### config.mk
export PLATFORM = sky130hd
export DESIGN_NAME = min_tracking_stack
export DESIGN_NICKNAME = d
export VERILOG_FILES = /design/src/hdl/mts_pkg.sv /design/src/hdl/mts_ctrl.sv /design/src/hdl/mts_datapath.sv /design/src/hdl/min_tracking_stack.sv
export SDC_FILE = /design/constraint.sdc
export NUM_CORES = 1
export LEC_CHECK = 0
export BUFFER_PORTS_ARGS = -buffer_cell sky130_fd_sc_hd__buf_2
export CAP_MARGIN = 20
export CORE_AREA = 2 2 331 333
export DETAILED_ROUTE_END_ITERATION = 16
export DIE_AREA = 0 0 333 335
export PLACE_DENSITY_LB_ADDON = 0.05
export SETUP_SLACK_MARGIN = 0.4
export SYNTH_ARGS = -nofsm -noshare
export SYNTH_HDL_FRONTEND = slang
export SYNTH_HIERARCHICAL = 1
export SYNTH_SLANG_ARGS = --single-unit
### constraint.sdc
create_clock -name i_clk -period 4.8 [get_ports i_clk]
set_input_delay 1.2 -clock i_clk [delete_from_list [all_inputs] [get_ports i_clk]]
set_output_delay 1.2 -clock i_clk [all_outputs]
set_load 0.005 [all_outputs]
### src/hdl/mts_pkg.sv
// Shared types and constants for the min-tracking stack.
// No dependencies; imported by every module of the block.
`timescale 1ns / 1ps
`default_nettype none

package mts_pkg;

    localparam int unsigned DATA_W = 32;

    localparam logic MODE_PUSH = 1'b0;
    localparam logic MODE_POP  = 1'b1;

    // Reported for top and minimum while the stack is empty.
    localparam logic signed [DATA_W-1:0] EMPTY_MARK = -32'sd1;

    typedef struct packed {
        logic push;        // push transaction accepted
        logic pop_start;   // pop accepted on a non-empty stack
        logic pop_empty;   // pop accepted on an empty stack
        logic pop_finish;  // read data of a pop is ready
    } t_dp_cmd;

    typedef struct packed {
        logic empty;       // stack holds no elements
    } t_dp_status;

endpackage

`default_nettype wire

### src/hdl/mts_ctrl.sv
// Controller of the min-tracking stack: handshake and pop sequencing.
// Depends on mts_pkg for the command and status types.
`timescale 1ns / 1ps
`default_nettype none

module mts_ctrl
    import mts_pkg::*;
(
    input  wire logic       i_clk,
    input  wire logic       i_rst_n,
    input  wire logic       i_in_valid,
    output logic            o_in_ready,
    input  wire logic       i_mode,
    output logic            o_out_valid,
    input  wire logic       i_out_ready,
    input  wire t_dp_status i_status,
    output t_dp_cmd         o_cmd
);

    localparam logic ST_IDLE = 1'b0;
    localparam logic ST_POP  = 1'b1;

    logic r_state, n_state;
    logic r_out_valid, n_out_valid;
    logic accept;
    logic load_out;

    // The output register must be free, or emptied at this edge, before a new
    // transaction is taken.
    assign o_in_ready = (r_state == ST_IDLE) && (!r_out_valid || i_out_ready);
    assign accept     = i_in_valid && o_in_ready;

    always_comb begin
        o_cmd.push       = accept && (i_mode == MODE_PUSH);
        o_cmd.pop_start  = accept && (i_mode == MODE_POP) && !i_status.empty;
        o_cmd.pop_empty  = accept && (i_mode == MODE_POP) && i_status.empty;
        o_cmd.pop_finish = (r_state == ST_POP);
    end

    assign load_out = o_cmd.push || o_cmd.pop_empty || o_cmd.pop_finish;

    always_comb begin
        n_state = r_state;
        case (r_state)
            ST_IDLE: begin
                if (o_cmd.pop_start) begin
                    n_state = ST_POP;
                end
            end
            ST_POP: begin
                n_state = ST_IDLE;
            end
            default: begin
                n_state = ST_IDLE;
            end
        endcase
    end

    always_comb begin
        n_out_valid = r_out_valid;
        if (load_out) begin
            n_out_valid = 1'b1;
        end else if (i_out_ready) begin
            n_out_valid = 1'b0;
        end
    end

    always_ff @(posedge i_clk) begin
        if (!i_rst_n) begin
            r_state     <= ST_IDLE;
            r_out_valid <= 1'b0;
        end else begin
            r_state     <= n_state;
            r_out_valid <= n_out_valid;
        end
    end

    assign o_out_valid = r_out_valid;

endmodule

`default_nettype wire

### src/hdl/mts_datapath.sv
// Datapath of the min-tracking stack: counts, cached top and minimum,
// the value and minimum memories and the result register. Uses mts_pkg.
`timescale 1ns / 1ps
`default_nettype none

module mts_datapath
    import mts_pkg::*;
#(
    parameter int unsigned STACK_DEPTH = 16
) (
    input  wire logic                     i_clk,
    input  wire logic                     i_rst_n,
    input  wire t_dp_cmd                  i_cmd,
    output t_dp_status                    o_status,
    input  wire logic signed [DATA_W-1:0] i_value,
    output logic signed [DATA_W-1:0]      o_top_value,
    output logic signed [DATA_W-1:0]      o_min_value,
    output logic                          o_is_empty,
    output logic                          o_op_error
);

    localparam int unsigned CW = $clog2(STACK_DEPTH + 1);
    localparam int unsigned AW = $clog2(STACK_DEPTH);
    localparam logic [CW-1:0] DEPTH_C = CW'(STACK_DEPTH);
    localparam logic [CW-1:0] ONE_C   = CW'(1);

    logic signed [DATA_W-1:0] value_mem [STACK_DEPTH];
    logic signed [DATA_W-1:0] min_mem   [STACK_DEPTH];

    logic [CW-1:0] r_count, n_count;
    logic [CW-1:0] r_min_count, n_min_count;
    // Cached copies of the top entries of both stores.
    logic signed [DATA_W-1:0] r_top, n_top;
    logic signed [DATA_W-1:0] r_min, n_min;
    logic signed [DATA_W-1:0] r_rd_top;
    logic signed [DATA_W-1:0] r_rd_min;

    logic signed [DATA_W-1:0] r_out_top, n_out_top;
    logic signed [DATA_W-1:0] r_out_min, n_out_min;
    logic r_out_empty, n_out_empty;
    logic r_out_err, n_out_err;

    logic          full;
    logic          take_min;
    logic [CW-1:0] mc_base;
    logic          min_wr;
    logic [CW-1:0] push_mc;
    logic signed [DATA_W-1:0] push_min;
    logic          pop_drops_min;
    logic [CW-1:0] pop_count;
    logic [CW-1:0] pop_mc;
    logic [CW-1:0] top_rd_idx;
    logic [CW-1:0] min_rd_idx;

    assign o_status.empty = (r_count == '0);
    assign full = (r_count == DEPTH_C);

    // Push: the value joins the minimum store when it ties or beats the minimum.
    assign take_min = (r_count == '0) || (r_min_count == '0) || (i_value <= r_min);
    assign mc_base  = (r_count == '0) ? '0 : r_min_count;
    assign min_wr   = take_min && (mc_base < DEPTH_C);
    assign push_mc  = min_wr ? mc_base + ONE_C : r_min_count;
    assign push_min = min_wr ? i_value : r_min;

    // Pop: the minimum entry leaves when it equals the discarded top.
    assign pop_drops_min = (r_min_count != '0) && (r_min == r_top);
    assign pop_count     = r_count - ONE_C;
    assign pop_mc        = (pop_count == '0) ? '0
                         : r_min_count - CW'(pop_drops_min);
    assign top_rd_idx    = pop_count - ONE_C;
    assign min_rd_idx    = pop_mc - ONE_C;

    always_ff @(posedge i_clk) begin
        if (i_cmd.push && !full) begin
            value_mem[r_count[AW-1:0]] <= i_value;
            if (min_wr) begin
                min_mem[mc_base[AW-1:0]] <= i_value;
            end
        end
        r_rd_top <= value_mem[top_rd_idx[AW-1:0]];
        r_rd_min <= min_mem[min_rd_idx[AW-1:0]];
    end

    always_comb begin
        n_count     = r_count;
        n_min_count = r_min_count;
        n_top       = r_top;
        n_min       = r_min;
        n_out_top   = r_out_top;
        n_out_min   = r_out_min;
        n_out_empty = r_out_empty;
        n_out_err   = r_out_err;
        if (i_cmd.push) begin
            if (!full) begin
                n_count     = r_count + ONE_C;
                n_min_count = push_mc;
                n_top       = i_value;
                n_min       = push_min;
                n_out_top   = i_value;
            end else begin
                n_out_top   = r_top;
            end
            n_out_min   = full ? ((r_min_count == '0) ? EMPTY_MARK : r_min)
                               : ((push_mc == '0) ? EMPTY_MARK : push_min);
            n_out_empty = 1'b0;
            n_out_err   = full;
        end else if (i_cmd.pop_empty) begin
            n_out_top   = EMPTY_MARK;
            n_out_min   = EMPTY_MARK;
            n_out_empty = 1'b1;
            n_out_err   = 1'b1;
        end else if (i_cmd.pop_start) begin
            n_count     = pop_count;
            n_min_count = pop_mc;
        end else if (i_cmd.pop_finish) begin
            n_top       = r_rd_top;
            n_min       = r_rd_min;
            n_out_top   = (r_count == '0) ? EMPTY_MARK : r_rd_top;
            n_out_min   = ((r_count == '0) || (r_min_count == '0)) ? EMPTY_MARK
                                                                  : r_rd_min;
            n_out_empty = (r_count == '0);
            n_out_err   = 1'b0;
        end
    end

    always_ff @(posedge i_clk) begin
        if (!i_rst_n) begin
            r_count     <= '0;
            r_min_count <= '0;
        end else begin
            r_count     <= n_count;
            r_min_count <= n_min_count;
        end
        r_top       <= n_top;
        r_min       <= n_min;
        r_out_top   <= n_out_top;
        r_out_min   <= n_out_min;
        r_out_empty <= n_out_empty;
        r_out_err   <= n_out_err;
    end

    assign o_top_value = r_out_top;
    assign o_min_value = r_out_min;
    assign o_is_empty  = r_out_empty;
    assign o_op_error  = r_out_err;

endmodule

`default_nettype wire

### src/hdl/min_tracking_stack.sv
// Top level of the min-tracking stack: controller plus datapath.
// Depends on mts_pkg, mts_ctrl and mts_datapath.
//
// Usage:
//   The input channel (i_in_valid / o_in_ready) carries one operation per
//   transaction: i_mode selects push of i_value or pop of the top element.
//   The output channel (o_out_valid / i_out_ready) returns exactly one result
//   per operation: new top, new minimum (-1 when empty), empty and error flags.
//   A push on a full stack or a pop on an empty one is flagged and changes
//   nothing.
// Latency and throughput:
//   A push, and a pop on an empty stack, show their result in the cycle after
//   acceptance, so pushes can run at one per cycle while results are taken.
//   A non-empty pop passes through a pop state that takes no new operation,
//   as the new top and minimum come from each memory's registered read port.
// Reset:
//   The synchronous active-low reset empties the stack and drops any pending
//   result. Memory contents are not cleared; only written entries are read.
// Stalls:
//   The result is held in an output register until taken. A new operation is
//   accepted only when that register is empty or being taken in the same cycle.
`timescale 1ns / 1ps
`default_nettype none

module min_tracking_stack
    import mts_pkg::*;
#(
    parameter int unsigned STACK_DEPTH = 16
) (
    input  wire logic                     i_clk,
    input  wire logic                     i_rst_n,
    input  wire logic                     i_in_valid,
    output logic                          o_in_ready,
    input  wire logic                     i_mode,
    input  wire logic signed [DATA_W-1:0] i_value,
    output logic                          o_out_valid,
    input  wire logic                     i_out_ready,
    output logic signed [DATA_W-1:0]      o_top_value,
    output logic signed [DATA_W-1:0]      o_min_value,
    output logic                          o_is_empty,
    output logic                          o_op_error
);

    t_dp_cmd    dp_cmd;
    t_dp_status dp_status;

    mts_ctrl u_ctrl (
        .i_clk       (i_clk),
        .i_rst_n     (i_rst_n),
        .i_in_valid  (i_in_valid),
        .o_in_ready  (o_in_ready),
        .i_mode      (i_mode),
        .o_out_valid (o_out_valid),
        .i_out_ready (i_out_ready),
        .i_status    (dp_status),
        .o_cmd       (dp_cmd)
    );

    mts_datapath #(
        .STACK_DEPTH (STACK_DEPTH)
    ) u_datapath (
        .i_clk       (i_clk),
        .i_rst_n     (i_rst_n),
        .i_cmd       (dp_cmd),
        .o_status    (dp_status),
        .i_value     (i_value),
        .o_top_value (o_top_value),
        .o_min_value (o_min_value),
        .o_is_empty  (o_is_empty),
        .o_op_error  (o_op_error)
    );

endmodule

`default_nettype wire

* After elaboration in Yosys (flattened, before gate mapping) *
Memory sizes are Yosys's and may differ from the RTL's. A register that Yosys moved wholly into a read port is not among the register bits.
Cells that the tools add are included.

storage, ports and cells
  memories = 2
  output and inout bits = 68
  memory bits (read-only) = 0
  memory bits (writable) = 1024
  latch bits = 0
  word-level logic and storage cells = 112
  register bits = 142
  bits of input ports = 37

memory list
  memory                words  bits a word  rd ports  clocked after memory_dff  write ports  line                text
  u_datapath.min_mem    16     32           1         1                         1            mts_datapath.sv:28  logic signed [DATA_W-1:0] min_mem [STACK_DEPTH];
  u_datapath.value_mem  16     32           1         1                         1            mts_datapath.sv:27  logic signed [DATA_W-1:0] value_mem [STACK_DEPTH];

cells by class
  muxes and demuxes = 51
  reduce and logical (&&, ||, !) cells = 32
  bitwise logic cells = 2
  shift-type cells = 0
  multiply operators = 0
  $add $sub $neg = 6
  divide/modulo/power cells = 0
  $lt $le $gt $ge = 2
  equal/unequal tests = 7

operators with widths
  cell                                                                     count
  32-bit two-way mux                                                       24
  5-bit two-way mux                                                        11
  32-bit == test                                                           1
  32-bit less-or-equal comparator                                          1
  5-bit logical NOT                                                        4
  1-bit two-way mux                                                        15
  5-bit by 1-bit adder with 5-bit output, second input constant            2
  1-bit logical AND                                                        9
  2-bit nonzero test                                                       4
  4-bit by 1-bit subtractor with 4-bit output, second input constant       2
  2-bit by 1-bit inequality test with 1-bit output, second input constant  3
  3-bit AND reduction                                                      2
  5-bit == test, second input constant                                     1
  1-bit logical OR                                                         5
  5-bit < comparator, second input constant                                1
  5-bit nonzero test                                                       1
  5-bit by 1-bit subtractor with 5-bit output                              1
  5-bit by 1-bit subtractor with 5-bit output, second input constant       1
  2-bit AND reduction                                                      2
  4-bit AND reduction                                                      1
  1-bit logical NOT                                                        3
  3-bit by 1-bit inequality test with 1-bit output, second input constant  1
  3-bit nonzero test                                                       1
  2-bit inequality test, second input constant                             1
  other kinds (2)                                                          3

* Logic depth before layout (Yosys ltp) *
  depth after elaboration = 9
  mapped depth = 16
  depth with buffers taken out = 13

* By module *
Netlist, hierarchy kept.

modules (own cells, without submodules)
  module        seq. area each (µm²)  cells each  area each (µm²)  instances
  mts_datapath  36124.6               2312        48164.9          1
  mts_ctrl      40.0                  16          115.1            1

* Worst setup path after synthesis *
OpenSTA, ideal clock, no wires.

  path kind = input-to-reg
  from = input i_value[14]
  to = memory u_datapath.min_mem[10][0], enable pin
  path buffers = 0
  data required time = 4.379 ns
  cell stages on the path = 9
  slack = -0.261 ns
  arrival = 4.640 ns
  path through = ha_1 a21oi_1 nand2_1 a221o_1 o31a_1 o211ai_2 nand2_1 or4b_1 nor2_1

between the ends
  cells in the longest elaborated chain, start to end = 6

ends and longest elaborated chain
  what                                     line                      text
  start, declared                          min_tracking_stack.sv:35  input wire logic signed [DATA_W-1:0] i_value,
  32-bit less-or-equal comparator          mts_datapath.sv:59        assign take_min = (r_count == '0) || (r_min_count == '0) || (i_value <= r_min);
  1-bit logical OR                         mts_datapath.sv:59
  1-bit logical AND                        mts_datapath.sv:61        assign min_wr = take_min && (mc_base < DEPTH_C);
  1-bit two-way mux                        mts_datapath.sv:76        if (min_wr) begin
  1-bit two-way mux                        mts_datapath.sv:74        if (i_cmd.push && !full) begin
  1-bit two-way mux (not written as such)  mts_datapath.sv:77        min_mem[mc_base[AW-1:0]] <= i_value;
  end, declared                            mts_datapath.sv:28

No other way between the ends.

* Worst setup path after layout *
  from = register u_datapath.r_min[4]
  to = register u_datapath.r_rd_min[15] (read register of u_datapath.min_mem)

between the ends
  cells in the longest elaborated chain, start to end = 5

ends and longest elaborated chain
  what                                         line                 text
  start, declared                              mts_datapath.sv:34   logic signed [DATA_W-1:0] r_min, n_min;
  start signal, assigned                       mts_datapath.sv:135  r_min <= n_min;
  32-bit == test                               mts_datapath.sv:66   assign pop_drops_min = (r_min_count != '0) && (r_min == r_top);
  1-bit logical AND                            mts_datapath.sv:66
  5-bit by 1-bit subtractor with 5-bit output  mts_datapath.sv:69   : r_min_count - CW'(pop_drops_min);
  5-bit two-way mux                            mts_datapath.sv:68   assign pop_mc = (pop_count == '0) ? '0
  4-bit by 1-bit subtractor with 4-bit output  mts_datapath.sv:71   assign min_rd_idx = pop_mc - ONE_C;
  end, declared                                mts_datapath.sv:36   logic signed [DATA_W-1:0] r_rd_min;

No other way between the ends.
A chain may end at the register's enable or synchronous reset.

==> results by group <==
Outcome
  – Status: finished clean

Global routing
  – Antenna violations before repair: 3
  – Largest net degree at the start of global routing: 130
  – Overflow after GRT: 0
  – Total track usage: 0.234
  – Vias in the first global route: 25.0k
  – First-pass GRT wire length: 184 mm

Logic synthesis
  – Number of flops mapped to enable cells by yosys: 1153
  – Top_reg_cell synth: edfxtp_1
  – Top-count cell post-synth: edfxtp_1
  – Syn nets: 2411
  – Yosys cell types: 60
  – Post-synth top area cell: edfxtp_1
  – Flop and latch count out of synthesis: 1230
  – Ys Warns: 6
  – Mapped Area: 48300 sq um
  – Mean post-synth cell area: 20.7 sq um
  – Most area-consuming cells after synthesis: edfxtp_1 (72%), mux4_2 (15%), dfxtp_1 (3.2%)
  – Async SR Flop Fraction: 0
  – Commonest cells in the netlist: edfxtp_1 (1153), mux4_2 (320), nor2_1 (110), a21oi_1 (85), dfxtp_1 (77)
  – Share of the synthesized area in the top cell type: 0.717
  – Seq/Total Area, Yosys: 0.749
  – Cells after synthesis: 2328

Routing
  – First-pass iteration count of the detailed router: 5
  – Vias per inst: 5.84
  – Vias: 24.2k
  – Drt first-iter violations: 2475
  – WL per Instance: 31.0 um
  – Final wirelength: 129 mm
  – Routed Antenna Nets: 0
  – Detailed-route DRC error count: 0

Worst setup path
  – WS Path Type: reg -> reg
  – CP Capture Type: register
  – Crit-path max FO: 15
  – WP data required: 5.40 ns
  – Startpoint Class: register
  – Worst Path Arrival: 4.84 ns

Pwr
  – IR drop worst, VDD: 0.515 mV
  – Combinational share of power: 0.265
  – Sw frac: 0.287
  – P_sw: 9.52 mW
  – Total power draw: 33.1 mW
  – Leakage: 18.2 nW
  – Flop pwr share: 0.409
  – Pwr/cell area: 580 nW/um^2
  – Clock power share: 0.326
  – P_int: 23.6 mW

Floorplanning
  – Top-Level Pins: 105
  – Core area: 108000 sq um
  – Die area: 112000 sq um
  – Chip height: 335 um
  – Initial Util: 0.447
  – Die width: 333 um
  – FP Rows: 121

Clocking
  – Clock buffer depth: 3
  – Worst skew pair latency: 0.74 ns
  – Clock root cell: clkbuf_16
  – CTS sink cnt: 1230
  – CTS tree: built
  – CTS H-tree depth: 4
  – Num CTS Buffers: 138
  – Cts hold-fix bufs: 0
  – Worst-path clk slew: 0.06 ns

Final layout
  – Antenna diodes: 0
  – Nets: 2695
  – Filler cells: 8532
  – Fin cells: 4143
  – Share of cells above drive strength 1: 0.322
  – Util after Layout: 0.528
  – P&R area growth vs syn: 18.1%

Placement
  – IO buf count: 104
  – Final HPWL DP: 76.8 mm
  – Placed insts: 3879
  – Final Wtd Congestion: 0.820

Hold path
  – Worst Hold Class: reg -> reg

Timing
  – RSZ-0062 raised after global routing: no
  – Slew margin rel.: 0.164
  – Least-Margin Pin Slew: 1.24 ns
  – Clk_skew: 0.0276 ns
  – Fmax: 0.236 GHz
  – Hold Vio Cnt, Final: 0
  – Hold slack: 0.539 ns
  – Final Max Slew Viols: 0
  – Final TNS setup: 0 ns
  – Period utilization: 0.884
  – Tmin final: 4.24 ns
  – Setup-failing EPs final: 0

Job
  – Max-cap violations: 0
## worst paths after layout
check / slack [ns] / cells past startpoint / startpoint / end
hold / removal: 0.54 / 1 / u_ctrl/r_state / u_ctrl/r_state
hold reg to reg: 0.54 / 1 / u_ctrl/r_state / u_ctrl/r_state
setup / recovery: 0.56 / 14 / u_datapath/r_min[4] / u_datapath/r_rd_min[15]
setup reg to reg: 0.56 / 14 / u_datapath/r_min[4] / u_datapath/r_rd_min[15]
## power groups by stage
stage	Combinational [mW]	Clock (mW)	Sequential, mW
floorplan	5.71	0	13.4
global placement	8.75	0	13.7
detailed placement	8.79	0	13.7
CTS	8.83	11.0	13.5
global route	9.35	11.5	13.6
finish	8.77	10.8	13.5
## per-layer routing
metal / global-route usage / wire length (um) / up-vias
li1: - / - / 10167
met5: 0 / 0 / -
met3: 0.0427 / 7730 / 162
met1: 0.338 / 56900 / 13061
met4: 0.0669 / 2970 / 0
met2: 0.367 / 61000 / 813
## worst max-delay path, cell delays in order (launching register included)
cell	delay [ns]
edfxtp_1	0.46
xor2_1	0.58
nor4_2	0.12
buf_4	0.16
nand4_1	0.10
nor4_2	0.05
buf_4	0.17
ha_1	0.19
ha_1	0.29
or2_2	0.33
ha_4	0.37
buf_12	0.21
buf_12	0.18
mux4_2	0.32
mux4_2	0.53
## area by class of cell
type	instances	area, sq um	share of cell area
clock buffer	194	3980	0.0698
clock inverter	63	708	0.0124
inverter	49	184	0.00322
multi-input combinational	930	11700	0.206
timing repair buffer	263	2490	0.0437
sequential	1230	36200	0.634
tap	1414	1770	0.0310
## sequential cells by signal (all words and copies together) (netlist names)
register                count
u_datapath/o_min_value     32
u_datapath/r_min           32
u_ctrl/r_state              1
u_datapath/min_mem        512
u_datapath/r_top           32
u_datapath/o_top_value     32
u_datapath/r_rd_min        32
u_datapath/r_count          5
u_datapath/r_min_count      5
u_datapath/o_is_empty       1
u_datapath/o_op_error       1
u_datapath/value_mem      512
u_ctrl/o_out_valid          1
u_datapath/r_rd_top        32
## per-stage QoR
step | worst slack, ns | area, sq um
2_1_floorplan | 0.107 | 48300
3_3_place_gp | -0.0978 | 52300
5_1_grt | 0.432 | 57000
6_report | 0.557 | 57000
3_5_place_dp | -0.0519 | 52300
4_1_cts | 0.438 | 56900
## placed cells by master, fill, tap and decap left out, types with 32 or more instances in the layout
| cell type | instances |
|---|---|
| inv_1 | 48 |
| dfxtp_1 | 76 |
| buf_4 | 97 |
| nor2_1 | 82 |
| clkbuf_1 | 33 |
| buf_2 | 104 |
| ha_1 | 43 |
| nand2b_1 | 65 |
| clkbuf_16 | 146 |
| mux2i_1 | 65 |
| edfxtp_1 | 1153 |
| nand2_1 | 37 |
| buf_12 | 62 |
| mux4_2 | 320 |
| xor2_1 | 32 |
| a21oi_1 | 85 |
## timing repair
| item | in CTS | in global routing |
|---|---|---|
| gates resized for setup | 0 | 5 |
| setup endpoints to repair | 0 | 30 |
| buffers inserted | 0 | 7 |
| hold endpoints to repair | 0 | 0 |
## cells by family (layout without fill, tap and decap cells)
kind of cell / count (synthesis) / in the layout / synth area share
DFF: 1230 / 1230 / 0.749
muxes: 385 / 385 / 0.163
and+or+nand+nor: 290 / 290 / 0.0300
buffers and inverters: 168 / 569 / 0.0147
AOI/OAI and AO/OA: 164 / 164 / 0.0233
adders and majority gates: 46 / 46 / 0.0119
xor gates and xnor gates: 45 / 45 / 0.00832
Power figures use the tool's default switching activity.
